==> src/hw/rtl/assert_macros.svh <==
// Assertion helpers included by the query unit RTL.
`ifndef ASSERT_MACROS_SVH
`define ASSERT_MACROS_SVH

// Clocked check, masked while reset is high.
`define ASSERT_CLK(lbl, clk, rst, prop) \
   lbl: assert property (@(posedge clk) disable iff (rst) (prop)) \
      else $error("assertion failed");

// Clocked check that also holds during reset.
`define ASSERT_ALWAYS(lbl, clk, prop) \
   lbl: assert property (@(posedge clk) (prop)) else $error("assertion failed");

`endif

==> src/hw/rtl/bbq_ram.sv <==
// ----------------------------------------------------------------------------
// bbq_ram
// Generic simple dual-port RAM, one write and one registered read port.
// ----------------------------------------------------------------------------
module bbq_ram #(
   parameter int WIDTH = 8,
   parameter int DEPTH = 16
) (
   input  logic                                      clock,
   input  logic                                      wr_en,
   input  logic [((DEPTH > 1) ? $clog2(DEPTH) : 1)-1:0] wr_addr,
   input  logic [WIDTH-1:0]                          wr_data,
   input  logic                                      rd_en,
   input  logic [((DEPTH > 1) ? $clog2(DEPTH) : 1)-1:0] rd_addr,
   output logic [WIDTH-1:0]                          rd_data
);

   logic [WIDTH-1:0] mem [DEPTH];
   logic [WIDTH-1:0] rd_data_ff;

   always_ff @(posedge clock) begin
      if (wr_en) begin
         mem[wr_addr] <= wr_data;
      end
      if (rd_en) begin
         rd_data_ff <= mem[rd_addr];
      end
   end

   assign rd_data = rd_data_ff;

endmodule

==> config.mk <==
export PLATFORM = sky130hd
export DESIGN_NAME = bbq_ram
export DESIGN_NICKNAME = d
export VERILOG_FILES = /design/src/hw/rtl/assert_macros.svh /design/src/hw/rtl/bbq_ram.sv
export SDC_FILE = /design/constraint.sdc
export NUM_CORES = 1
export LEC_CHECK = 0
export ABC_AREA = 1
export BUFFER_PORTS_ARGS = -buffer_cell sky130_fd_sc_hd__buf_4
export CAP_MARGIN = 20
export CORE_MARGIN = 5
export CORE_UTILIZATION = 35
export DETAILED_ROUTE_END_ITERATION = 10
export PLACE_DENSITY_LB_ADDON = 0.2
export SETUP_SLACK_MARGIN = 0.5
export SLEW_MARGIN = 15
export SYNTH_ARGS = -nofsm -noshare
export SYNTH_HDL_FRONTEND = slang
export SYNTH_SLANG_ARGS = --single-unit
==> constraint.sdc <==
create_clock -name clock -period 1.8 [get_ports clock]
set_input_delay 0.18 -clock clock [delete_from_list [all_inputs] [get_ports clock]]
set_output_delay 0.18 -clock clock [all_outputs]
set_load 0.01 [all_outputs]
==> results of run 1 <==
==> sequential cells by signal, summed over array words and instances (netlist names) <==
name / flops
rd_data: 8
mem: 128
==> area by class of cell <==
cell class / count / area [um2]
Multi-Input combinational cell: 289 / 1214
Clock inverter: 8 / 35.03
Sequential cell: 136 / 4084
Timing Repair Buffer: 46 / 370.4
Tap cell: 220 / 275.3
Inverter: 102 / 382.9
Clock buffer: 21 / 440.4
Fill cell: 1608 / 9664
==> metrics by stage <==
stage	setup WS (ns)	cell area, um2	total power, mW	hold WS [ns]	utilization
6_report	0.6207	6802	6.903	0.05919	0.4131
2_1_floorplan	0.6692	5847	3.908	0.2789	-
3_3_place_gp	0.2220	6326	4.119	0.4795	0.3842
3_5_place_dp	0.2283	6326	4.120	0.4789	0.3842
4_1_cts	0.6101	6802	6.969	0.04358	0.4131
5_1_grt	0.5043	6802	7.176	0.04493	0.4131
==> final timing paths <==
check                                start    endpoint  slack [ns]  cells past startpoint
worst max-delay path             mem[1][4]  rd_data[4]        0.62                      6
worst min-delay path                 rd_en  rd_data[2]        0.06                      1
worst max register to register   mem[1][4]  rd_data[4]        0.62                      6
worst min register to register  mem[14][4]  rd_data[4]        0.75                      6
==> power by group through the flow <==
stage	clock, mW	combinational (mW)	sequential, mW
3_5_place_dp	0	0.467	3.65
5_1_grt	3.07	0.515	3.59
4_1_cts	2.91	0.469	3.59
6_report	2.85	0.459	3.59
3_3_place_gp	0	0.467	3.65
2_1_floorplan	0	0.250	3.66
==> worst reg2reg max path, delay by kind of cell, from the launching register on <==
kind	cells	cell delay, ns
DFF	1	0.36
and+or+nand+nor	5	0.52
buffers and inverters	1	0.06
==> routing by layer <==
metal	track usage	up-vias	share of wire
met2	0.2351	85	0.48
met5	0	-	0
met4	0.05819	0	0.017
li1	-	1862	-
met3	0.03431	18	0.039
met1	0.1997	1793	0.46
==> cells by family (layout without fill, tap and decap cells) <==
family,after synthesis,count (layout),share of synthesized area
buffers and inverters,126,177,0.09394
AND/OR/NAND/NOR,289,289,0.2076
flip-flops,136,136,0.6985
==> layout by cell type (no fill, tap or decap), drive strengths merged <==
master	instances
buf	46
clkbuf	21
clkinv	8
edfxtp	136
inv	102
nand2	173
nand3	97
nand3b	2
nor2	17
==> impl_metrics.csv, run 1 <==
group,metric,value,unit
outcome,status,"finished clean",
synthesis,synth_top_cell_area_share,0.6985,
timing,fin_setup_tns,0,ns
placement,dp_hpwl,8611,um
global_route,grt.total_usage,0.1487,
power,ir_drop,665.8,uV
setup_path,critPathBufInv,1,
timing,fin_skew,0.006099,ns
power,p_comb_frac,0.067,
global_route,grt_max_degree,65,
clock_tree,cts_tree,"built",
synthesis,synth_warnings,0,
setup_path,path_class,"reg -> reg",
floorplanning,ioPinCount,27,
synthesis,synth_cells,551,
timing,rsz0062_at_grt,"no",
timing,hold_viol,0,
synthesis,synthTopCellsByArea,"edfxtp_1 (70%), nand2_1 (11%), nand3_1 (8.3%), inv_1 (6.4%), buf_6 (1.2%)",
cells_and_area,drive_gt1_frac,0.1146,
cells_and_area,layoutNonFillerInstCount,822,
global_route,grt_pass1_vias,3754,
synthesis,synth_edf_count,136,
global_route,antenna_found_initial,0,
synthesis,ys_ff_latch,136,
setup_path,cp_data_arrival_time,1.34,ns
timing,worst_pin_slew,0.6494,ns
power,seqPwrFrac,0.520,
setup_path,cp_common_cell,"nand3_1",
clock_tree,holdBufCountCts,0,
synthesis,synth_commonest_cells,"nand2_1 (173), edfxtp_1 (136), inv_1 (100)",
placement,place_inst,793,
route,dr.pass1.iters,4,
clock_tree,path_clk_slew,0.06,ns
cells_and_area,nets,611,
global_route,grt_pass1_wl,21580,um
synthesis,syn-cell-area,0.005847,mm2
floorplanning,rows,47,
setup_path,slowest_delay,0.36,ns
setup_path,critPathTopFamily,"simple AND/OR/NAND/NOR gates",
setup_path,worstPathMaxFanout,1,
synthesis,ys_async_sr_fraction,0,
synthesis,synth.avg_cell_area,10.61,um2
clock_tree,cts_root_buffer,"clkbuf_16",
timing,min_period_over_period,0.6552,
clock_tree,clock_latency,0.41,ns
placement,routabilityCongestion,0.8121,
route,routed_wl,13710,um
floorplanning,core_area,0.01647,mm2
route,vias,3758,
floorplanning,die_y,139.3,um
timing,finalSetupViolations,0,
clock_tree,numCtsBuffers,17,
power,powerDensity,1015,mW/mm2
timing,slew_violations,0,
power,p_leak,2.903,nW
timing,relSlewSlack,0.5664,
clock_tree,cts.sinks,136,
floorplanning,chipWidth,139.3,um
clock_tree,cts_resized,0,
synthesis,yosys_most_used_dff,"edfxtp_1",
timing,fmax,848.0,MHz
floorplanning,initial_core_util,0.3551,
route,avgRoutedWirePerCell,16.67,um
clock_tree,htree_levels,4,
power,switchingPower,1.489,mW
timing,fin_crit,1.179,ns
setup_path,cp_cell_sequence,"inv_1, nand2_1, nand3_1, nand3_1, nand3_1, nand2_1",
route,postRouteAntennaNets,0,
setup_path,crit_path_end_kind,"register",
route,route.detailed.drc,0,
setup_path,slowest_stage,"edfxtp_1",
worst_hold_path,hold_class,"in -> reg",
power,intPower,5.414,mW
floorplanning,dieArea,0.01939,mm2
setup_path,critPathRequiredTime,1.96,ns
cells_and_area,syn2layout_area_growth,16.33,%
synthesis,yosys.area.top_type,"edfxtp_1",
synthesis,ys_seq_area_frac,0.6985,
synthesis,synth_most_common_cell,"nand2_1",
setup_path,cp-start-kind,"register",
route,via_per_inst,4.572,
synthesis,synth_cell_types,11,
power,p_sw_frac,0.2157,
run,max-cap-violations,0,
global_route,grt-ovfl-total,0,
route,drtIter0Drc,377,
clock_tree,cts_setup_buffers,0,
clock_tree,cts_buffer_depth,2,
synthesis,syn_nets,570,
cells_and_area,diodes,0,
placement,numPortBuffers,26,
power,pwr-share-clk,0.413,
No activity file was read; power rests on OpenSTA's default activity.
==> run 2: changes to the inputs <==
- ABC_AREA: 1 -> 0
- clock period: 1.8 -> 1.05 ns (I/O delays scaled with it)
==> run 2 against run 1 <==
  * The flow now finishes with violations (negative setup slack)
  * Fmax shrank 17%
  * Combinational power grew 80%
  * Count of clock-buffer cells in the layout shrank 4
==> impl_metrics.csv, run 2 <==
group,metric,value,unit
setup_path,cp-start-kind,"register",
route,avgRoutedWirePerCell,20.38,um
floorplanning,rows,44,
cells_and_area,drive_gt1_frac,0.4873,
clock_tree,cts_root_buffer,"clkbuf_16",
global_route,grt_pass1_wl,16140,um
clock_tree,cts.sinks,136,
synthesis,synth_commonest_cells,"edfxtp_1 (136), mux4_2 (18), a22oi_1 (16)",
cells_and_area,fillers,1183,
timing,relSlewSlack,0.4322,
power,powerDensity,1887,mW/mm2
route,postRouteAntennaNets,0,
cells_and_area,final_common_cell,"edfxtp_1",
clock_tree,htree_levels,4,
timing,finalSetupViolations,11,
clock_tree,cts_tree,"built",
run,max-cap-violations,0,
synthesis,synth_cells,229,
synthesis,ys_ff_latch,136,
setup_path,worst-r2r-cell-count,3,
setup_path,startpoint,"mem[2][3]",
outcome,status,"complete, but fails checks",
global_route,grt_max_degree,18,
cells_and_area,nets,322,
timing,fin_hold_ws,0.008026,ns
setup_path,reg2reg_to,"rd_data[3]",
placement,place_inst,467,
clock_tree,clock_latency,0.40,ns
cells_and_area,largest-register,"mem",
power,p_leak,2.327,nW
synthesis,synth_edf_count,136,
route,via_per_inst,5.068,
timing,fin_crit,1.412,ns
timing,fmax,708.0,MHz
route,dr.pass1.iters,4,
synthesis,syn_nets,248,
timing,rsz0062_at_grt,"yes",
synthesis,syn-cell-area,0.005228,mm2
route,drtIter0Drc,217,
timing,timing.final.ws_setup,-0.3624,ns
setup_path,cp_data_arrival_time,1.57,ns
floorplanning,ioPinCount,27,
cells_and_area,largest_register_ffs,128,
floorplanning,initial_core_util,0.3583,
route,route.detailed.drc,0,
global_route,grt-ovfl-total,0,
synthesis,synthTopCellsByArea,"edfxtp_1 (78%), mux4_2 (7.8%), mux4_1 (7.0%), a22oi_1 (2.3%), nor2_1 (0.93%)",
clock_tree,path_clk_slew,0.06,ns
setup_path,crit_end,"rd_data[3]",
worst_hold_path,hold_depth,1,
synthesis,yosys.area.top_type,"edfxtp_1",
global_route,grt.total_usage,0.1250,
setup_path,critPathRequiredTime,1.20,ns
worst_hold_path,hold_class,"in -> reg",
timing,worst_pin_slew,0.8499,ns
placement,numPortBuffers,26,
power,ir_drop,1235,uV
synthesis,yosys_most_used_dff,"edfxtp_1",
setup_path,regToRegSetupSlack,-0.36,ns
synthesis,synth_top_cell_area_share,0.7812,
timing,hold_viol,0,
setup_path,path_class,"reg -> reg",
outcome,violations,"negative setup slack",
synthesis,synth_warnings,0,
floorplanning,core_area,0.01459,mm2
global_route,grt_pass1_vias,2792,
synthesis,synth_cell_types,18,
setup_path,worstPathMaxFanout,1,
timing,fin_skew,0.005557,ns
global_route,antenna_found_initial,0,
timing,min_period_over_period,1.345,
clock_tree,cts_buffer_depth,2,
setup_path,crit_path_end_kind,"register",
setup_path,r2r-start,"mem[2][3]",
timing,slew_violations,0,
cells_and_area,mostFrequentLayoutCells,"edfxtp_1 (136), mux4_2 (31), buf_4 (25), buf_12 (25), clkbuf_16 (17)",
placement,routabilityCongestion,0.6893,
cells_and_area,diodes,0,
floorplanning,die_y,132.2,um
synthesis,synth.avg_cell_area,22.83,um2
route,routed_wl,10190,um
synthesis,ys_seq_area_frac,0.7812,
clock_tree,numCtsBuffers,17,
cells_and_area,syn2layout_area_growth,34.27,%
placement,dp_hpwl,6962,um
cells_and_area,layoutNonFillerInstCount,500,
synthesis,synth_most_common_cell,"edfxtp_1",
floorplanning,chipWidth,132.2,um
route,vias,2534,
synthesis,ys_async_sr_fraction,0,
floorplanning,dieArea,0.01748,mm2
[run 2: routing by layer]
metal,GRT usage,part of all wire,vias to the layer above
met4,0.04751,0.012,0
met1,0.1619,0.43,1355
met5,0,0,-
met2,0.2007,0.52,52
met3,0.03588,0.038,8
li1,-,-,1119
[run 2: kinds of logic after synthesis]
group	Yosys count	synth area share
and+or+nand+nor	35	0.03136
DFF	136	0.7812
buffers and inverters	10	0.01651
AOI/OAI and AO/OA	16	0.02298
muxes	32	0.1479
[run 2: worst max-delay path, stage by stage (launching register included)]
cell and delay [ns]:
edfxtp_1 0.37, mux4_2 0.48, a22oi_2 0.23, nand2_1 0.08
[run 2: area by class of cell]
| class | count | area (um2) | share of cell area |
|---|---|---|---|
| sequential | 136 | 4084 | 0.5818 |
| clock inverter | 15 | 206.4 | 0.02941 |
| clock buffer | 17 | 425.4 | 0.06061 |
| timing repair buffer | 65 | 857.1 | 0.1221 |
| multi-input combinational | 83 | 1216 | 0.1733 |
| tap | 184 | 230.2 | 0.03280 |
[run 2: report_power, final]
| group | internal, mW | switching [mW] | total, mW | leakage [nW] |
|---|---|---|---|---|
| registers | 6.12 | 0.0378 | 6.16 | 1.24 |
| logic | 0.426 | 0.401 | 0.827 | 0.783 |
| clock network | 4.18 | 2.09 | 6.26 | 0.308 |
[run 2: worst min path at each step]
stage	startpoint	endpoint
2_1_floorplan	wr_data[0]	mem[0][0]
3_3_place_gp	wr_data[5]	mem[2][5]
3_5_place_dp	rd_en	rd_data[1]
4_1_cts	rd_en	rd_data[7]
5_1_grt	rd_en	rd_data[7]
6_report	rd_en	rd_data[7]
[run 2: through the flow]
step	power (mW)	cell area [um2]	util	setup slack [ns]	TNS, ns
floorplan	6.643	5380	-	-0.2554	-5.277
global placement	7.053	6284	0.4307	-0.5192	-26.55
detailed placement	7.068	6284	0.4307	-0.5073	-26.94
CTS	13.37	6994	0.4794	-0.3714	-2.962
global route	13.67	7019	0.4811	-0.4111	-3.391
finish	13.25	7019	0.4811	-0.3624	-2.693
[run 2: repair_timing]
action | 4_1_cts | 5_1_grt
pin swaps | 4 | 3
setup buffers | 1 | 0
endpoints found under the setup margin | 144 | 144
cloned | 0 | 0
resized for setup | 18 | 5
endpoints found under the hold margin | 8 | 0
==> run 3: changes to the inputs <==
- clock period: 1.05 -> 1.45 ns (I/O delays scaled with it)
==> run 3 against run 2 <==
  * The run now ends clean
  * Register-to-register slack improved by 0.42 ns
  * Die area did not move
  * Clock power decreased by 34%
  * Routed wire length is 3.0% higher
  * Count of clock-buffer cells in the layout grew 4
  * Setup slack better by 0.42 ns
  * Via count down 4.3%
  * Clock skew up 0.0098 ns
  * Hold slack better by 0.038 ns
  * Fmax grew 1.2%
  * Highest routed layer unchanged
==> impl_metrics.csv, run 3 (synthesis results as in run 2) <==
group,metric,value,unit
global_route,grt_pass1_wl,16070,um
floorplanning,dieArea,0.01748,mm2
floorplanning,core_area,0.01459,mm2
setup_path,cp_cell_sequence,"mux4_2, a22oi_2, nand2_1",
power,pwr-share-clk,0.453,
cells_and_area,diodes,0,
timing,fin_crit,1.395,ns
run,max-cap-violations,0,
clock_tree,cts_buffer_depth,2,
setup_path,worstPathMaxFanout,1,
power,seqPwrFrac,0.490,
route,drtIter0Drc,184,
cells_and_area,mostFrequentLayoutCells,"edfxtp_1 (136), mux4_2 (32), buf_4 (28), clkbuf_16 (17), nor2_4 (12)",
timing,finalSetupViolations,0,
timing,fin_hold_ws,0.04627,ns
floorplanning,rows,44,
timing,fmax,716.8,MHz
placement,place_inst,446,
power,power,9.114,mW
timing,slew_violations,0,
route,dr.pass1.iters,4,
timing,min_period_over_period,0.9621,
setup_path,cp-start-kind,"register",
worst_hold_path,hold_class,"in -> reg",
placement,numPortBuffers,26,
setup_path,cp_data_arrival_time,1.54,ns
setup_path,slowest_delay,0.48,ns
setup_path,crit_path_end_kind,"register",
floorplanning,ioPinCount,27,
setup_path,critPathRequiredTime,1.59,ns
global_route,grt_pass1_vias,2670,
timing,relSlewSlack,0.3160,
global_route,grt-ovfl-total,0,
clock_tree,cts.sinks,136,
setup_path,path_class,"reg -> reg",
timing,worst_pin_slew,1.024,ns
power,intPower,7.352,mW
setup_path,r2r-start,"mem[11][3]",
placement,dp_hpwl,6989,um
power,p_leak,2.112,nW
route,vias,2424,
placement,routabilityCongestion,0.6966,
power,switchingPower,1.762,mW
floorplanning,initial_core_util,0.3583,
setup_path,startpoint,"mem[11][3]",
clock_tree,holdBufCountCts,0,
timing,rsz0062_at_grt,"yes",
setup_path,critPathTopFamily,"multiplexers",
cells_and_area,drive_gt1_frac,0.4444,
clock_tree,clock_latency,0.40,ns
clock_tree,htree_levels,4,
clock_tree,cts_root_buffer,"clkbuf_16",
cells_and_area,nets,303,
global_route,antenna_found_initial,0,
power,powerDensity,1384,mW/mm2
cells_and_area,layoutNonFillerInstCount,481,
power,p_comb_frac,0.058,
power,p_sw_frac,0.1933,
global_route,grt_max_degree,17,
worst_hold_path,hp-start,"wr_data[4]",
setup_path,slowest_stage,"mux4_2",
route,routed_wl,10500,um
outcome,status,"finished clean",
cells_and_area,largest_register_ffs,128,
cells_and_area,largest-register,"mem",
cells_and_area,syn2layout_area_growth,26.02,%
timing,hold_viol,0,
floorplanning,die_y,132.2,um
setup_path,critPathBufInv,0,
clock_tree,path_clk_slew,0.06,ns
route,postRouteAntennaNets,0,
route,route.detailed.drc,0,
power,ir_drop,724.7,uV
timing,fin_skew,0.01538,ns
route,avgRoutedWirePerCell,21.82,um
route,via_per_inst,5.040,
clock_tree,numCtsBuffers,17,
floorplanning,chipWidth,132.2,um
cells_and_area,final_common_cell,"edfxtp_1",
global_route,grt.total_usage,0.1261,
clock_tree,cts_tree,"built",
[run 3: cell types whose count changed in the layout (fill, tap and decap cells not counted), sizes merged]
cell / change
buf: -19
clkbuf: +4
bufinv: -2
clkinv: -1
inv: -1
[run 3: worst register-to-register path: stages (launching register included)]
cell and delay, ns:
edfxtp_1 0.35, mux4_2 0.48, a22oi_2 0.21, nand2_1 0.09
[run 3: timing repair]
action,4_1_cts,5_1_grt
endpoints found under the setup margin,32,32
gates resized for setup,15,4
setup buffers,2,1
pin swaps,3,7
[run 3: area by class of cell]
| cell class | count | area, um2 |
|---|---|---|
| multi-input combinational | 83 | 1202 |
| tap | 184 | 230.2 |
| clock buffer | 21 | 440.4 |
| clock inverter | 11 | 130.1 |
| sequential | 136 | 4084 |
| timing repair buffer | 46 | 500.5 |
| fill | 1226 | 8001 |
[run 3: layer usage]
layer / share of wire / GRT usage / vias to the layer above / routed length, um
li1: - / - / 1079 / -
met4: 0.011 / 0.05090 / 0 / 111
met5: 0 / 0 / - / 0
met2: 0.52 / 0.2086 / 59 / 5473
met3: 0.054 / 0.03092 / 6 / 569
met1: 0.41 / 0.1599 / 1280 / 4343
[run 3: final timing paths]
| kind | to | slack, ns | cells past startpoint |
|---|---|---|---|
| worst max-delay path | rd_data[3] | 0.05 | 3 |
| worst min-delay path | mem[7][4] | 0.05 | 1 |
| worst max register to register | rd_data[3] | 0.05 | 3 |
| worst min register to register | rd_data[6] | 0.76 | 3 |
[run 3: through the flow]
step / setup slack [ns] / setup TNS [ns] / util / cell area [um2]
3_3_place_gp: -0.2513 / -1.578 / 0.4039 / 5893
3_5_place_dp: -0.2708 / -1.725 / 0.4039 / 5893
5_1_grt: -0.007502 / -0.008473 / 0.4515 / 6588
2_1_floorplan: 0.1046 / 0 / - / 5360
4_1_cts: 0.03401 / 0 / 0.4495 / 6558
6_report: 0.05489 / 0 / 0.4515 / 6588
[run 3: power groups by stage]
stage / Combinational [mW] / Clock (mW) / Sequential [mW]
global placement: 0.499 / 0 / 4.54
global route: 0.574 / 4.37 / 4.47
detailed placement: 0.508 / 0 / 4.54
floorplan: 0.268 / 0 / 4.54
CTS: 0.536 / 4.19 / 4.46
finish: 0.527 / 4.12 / 4.46
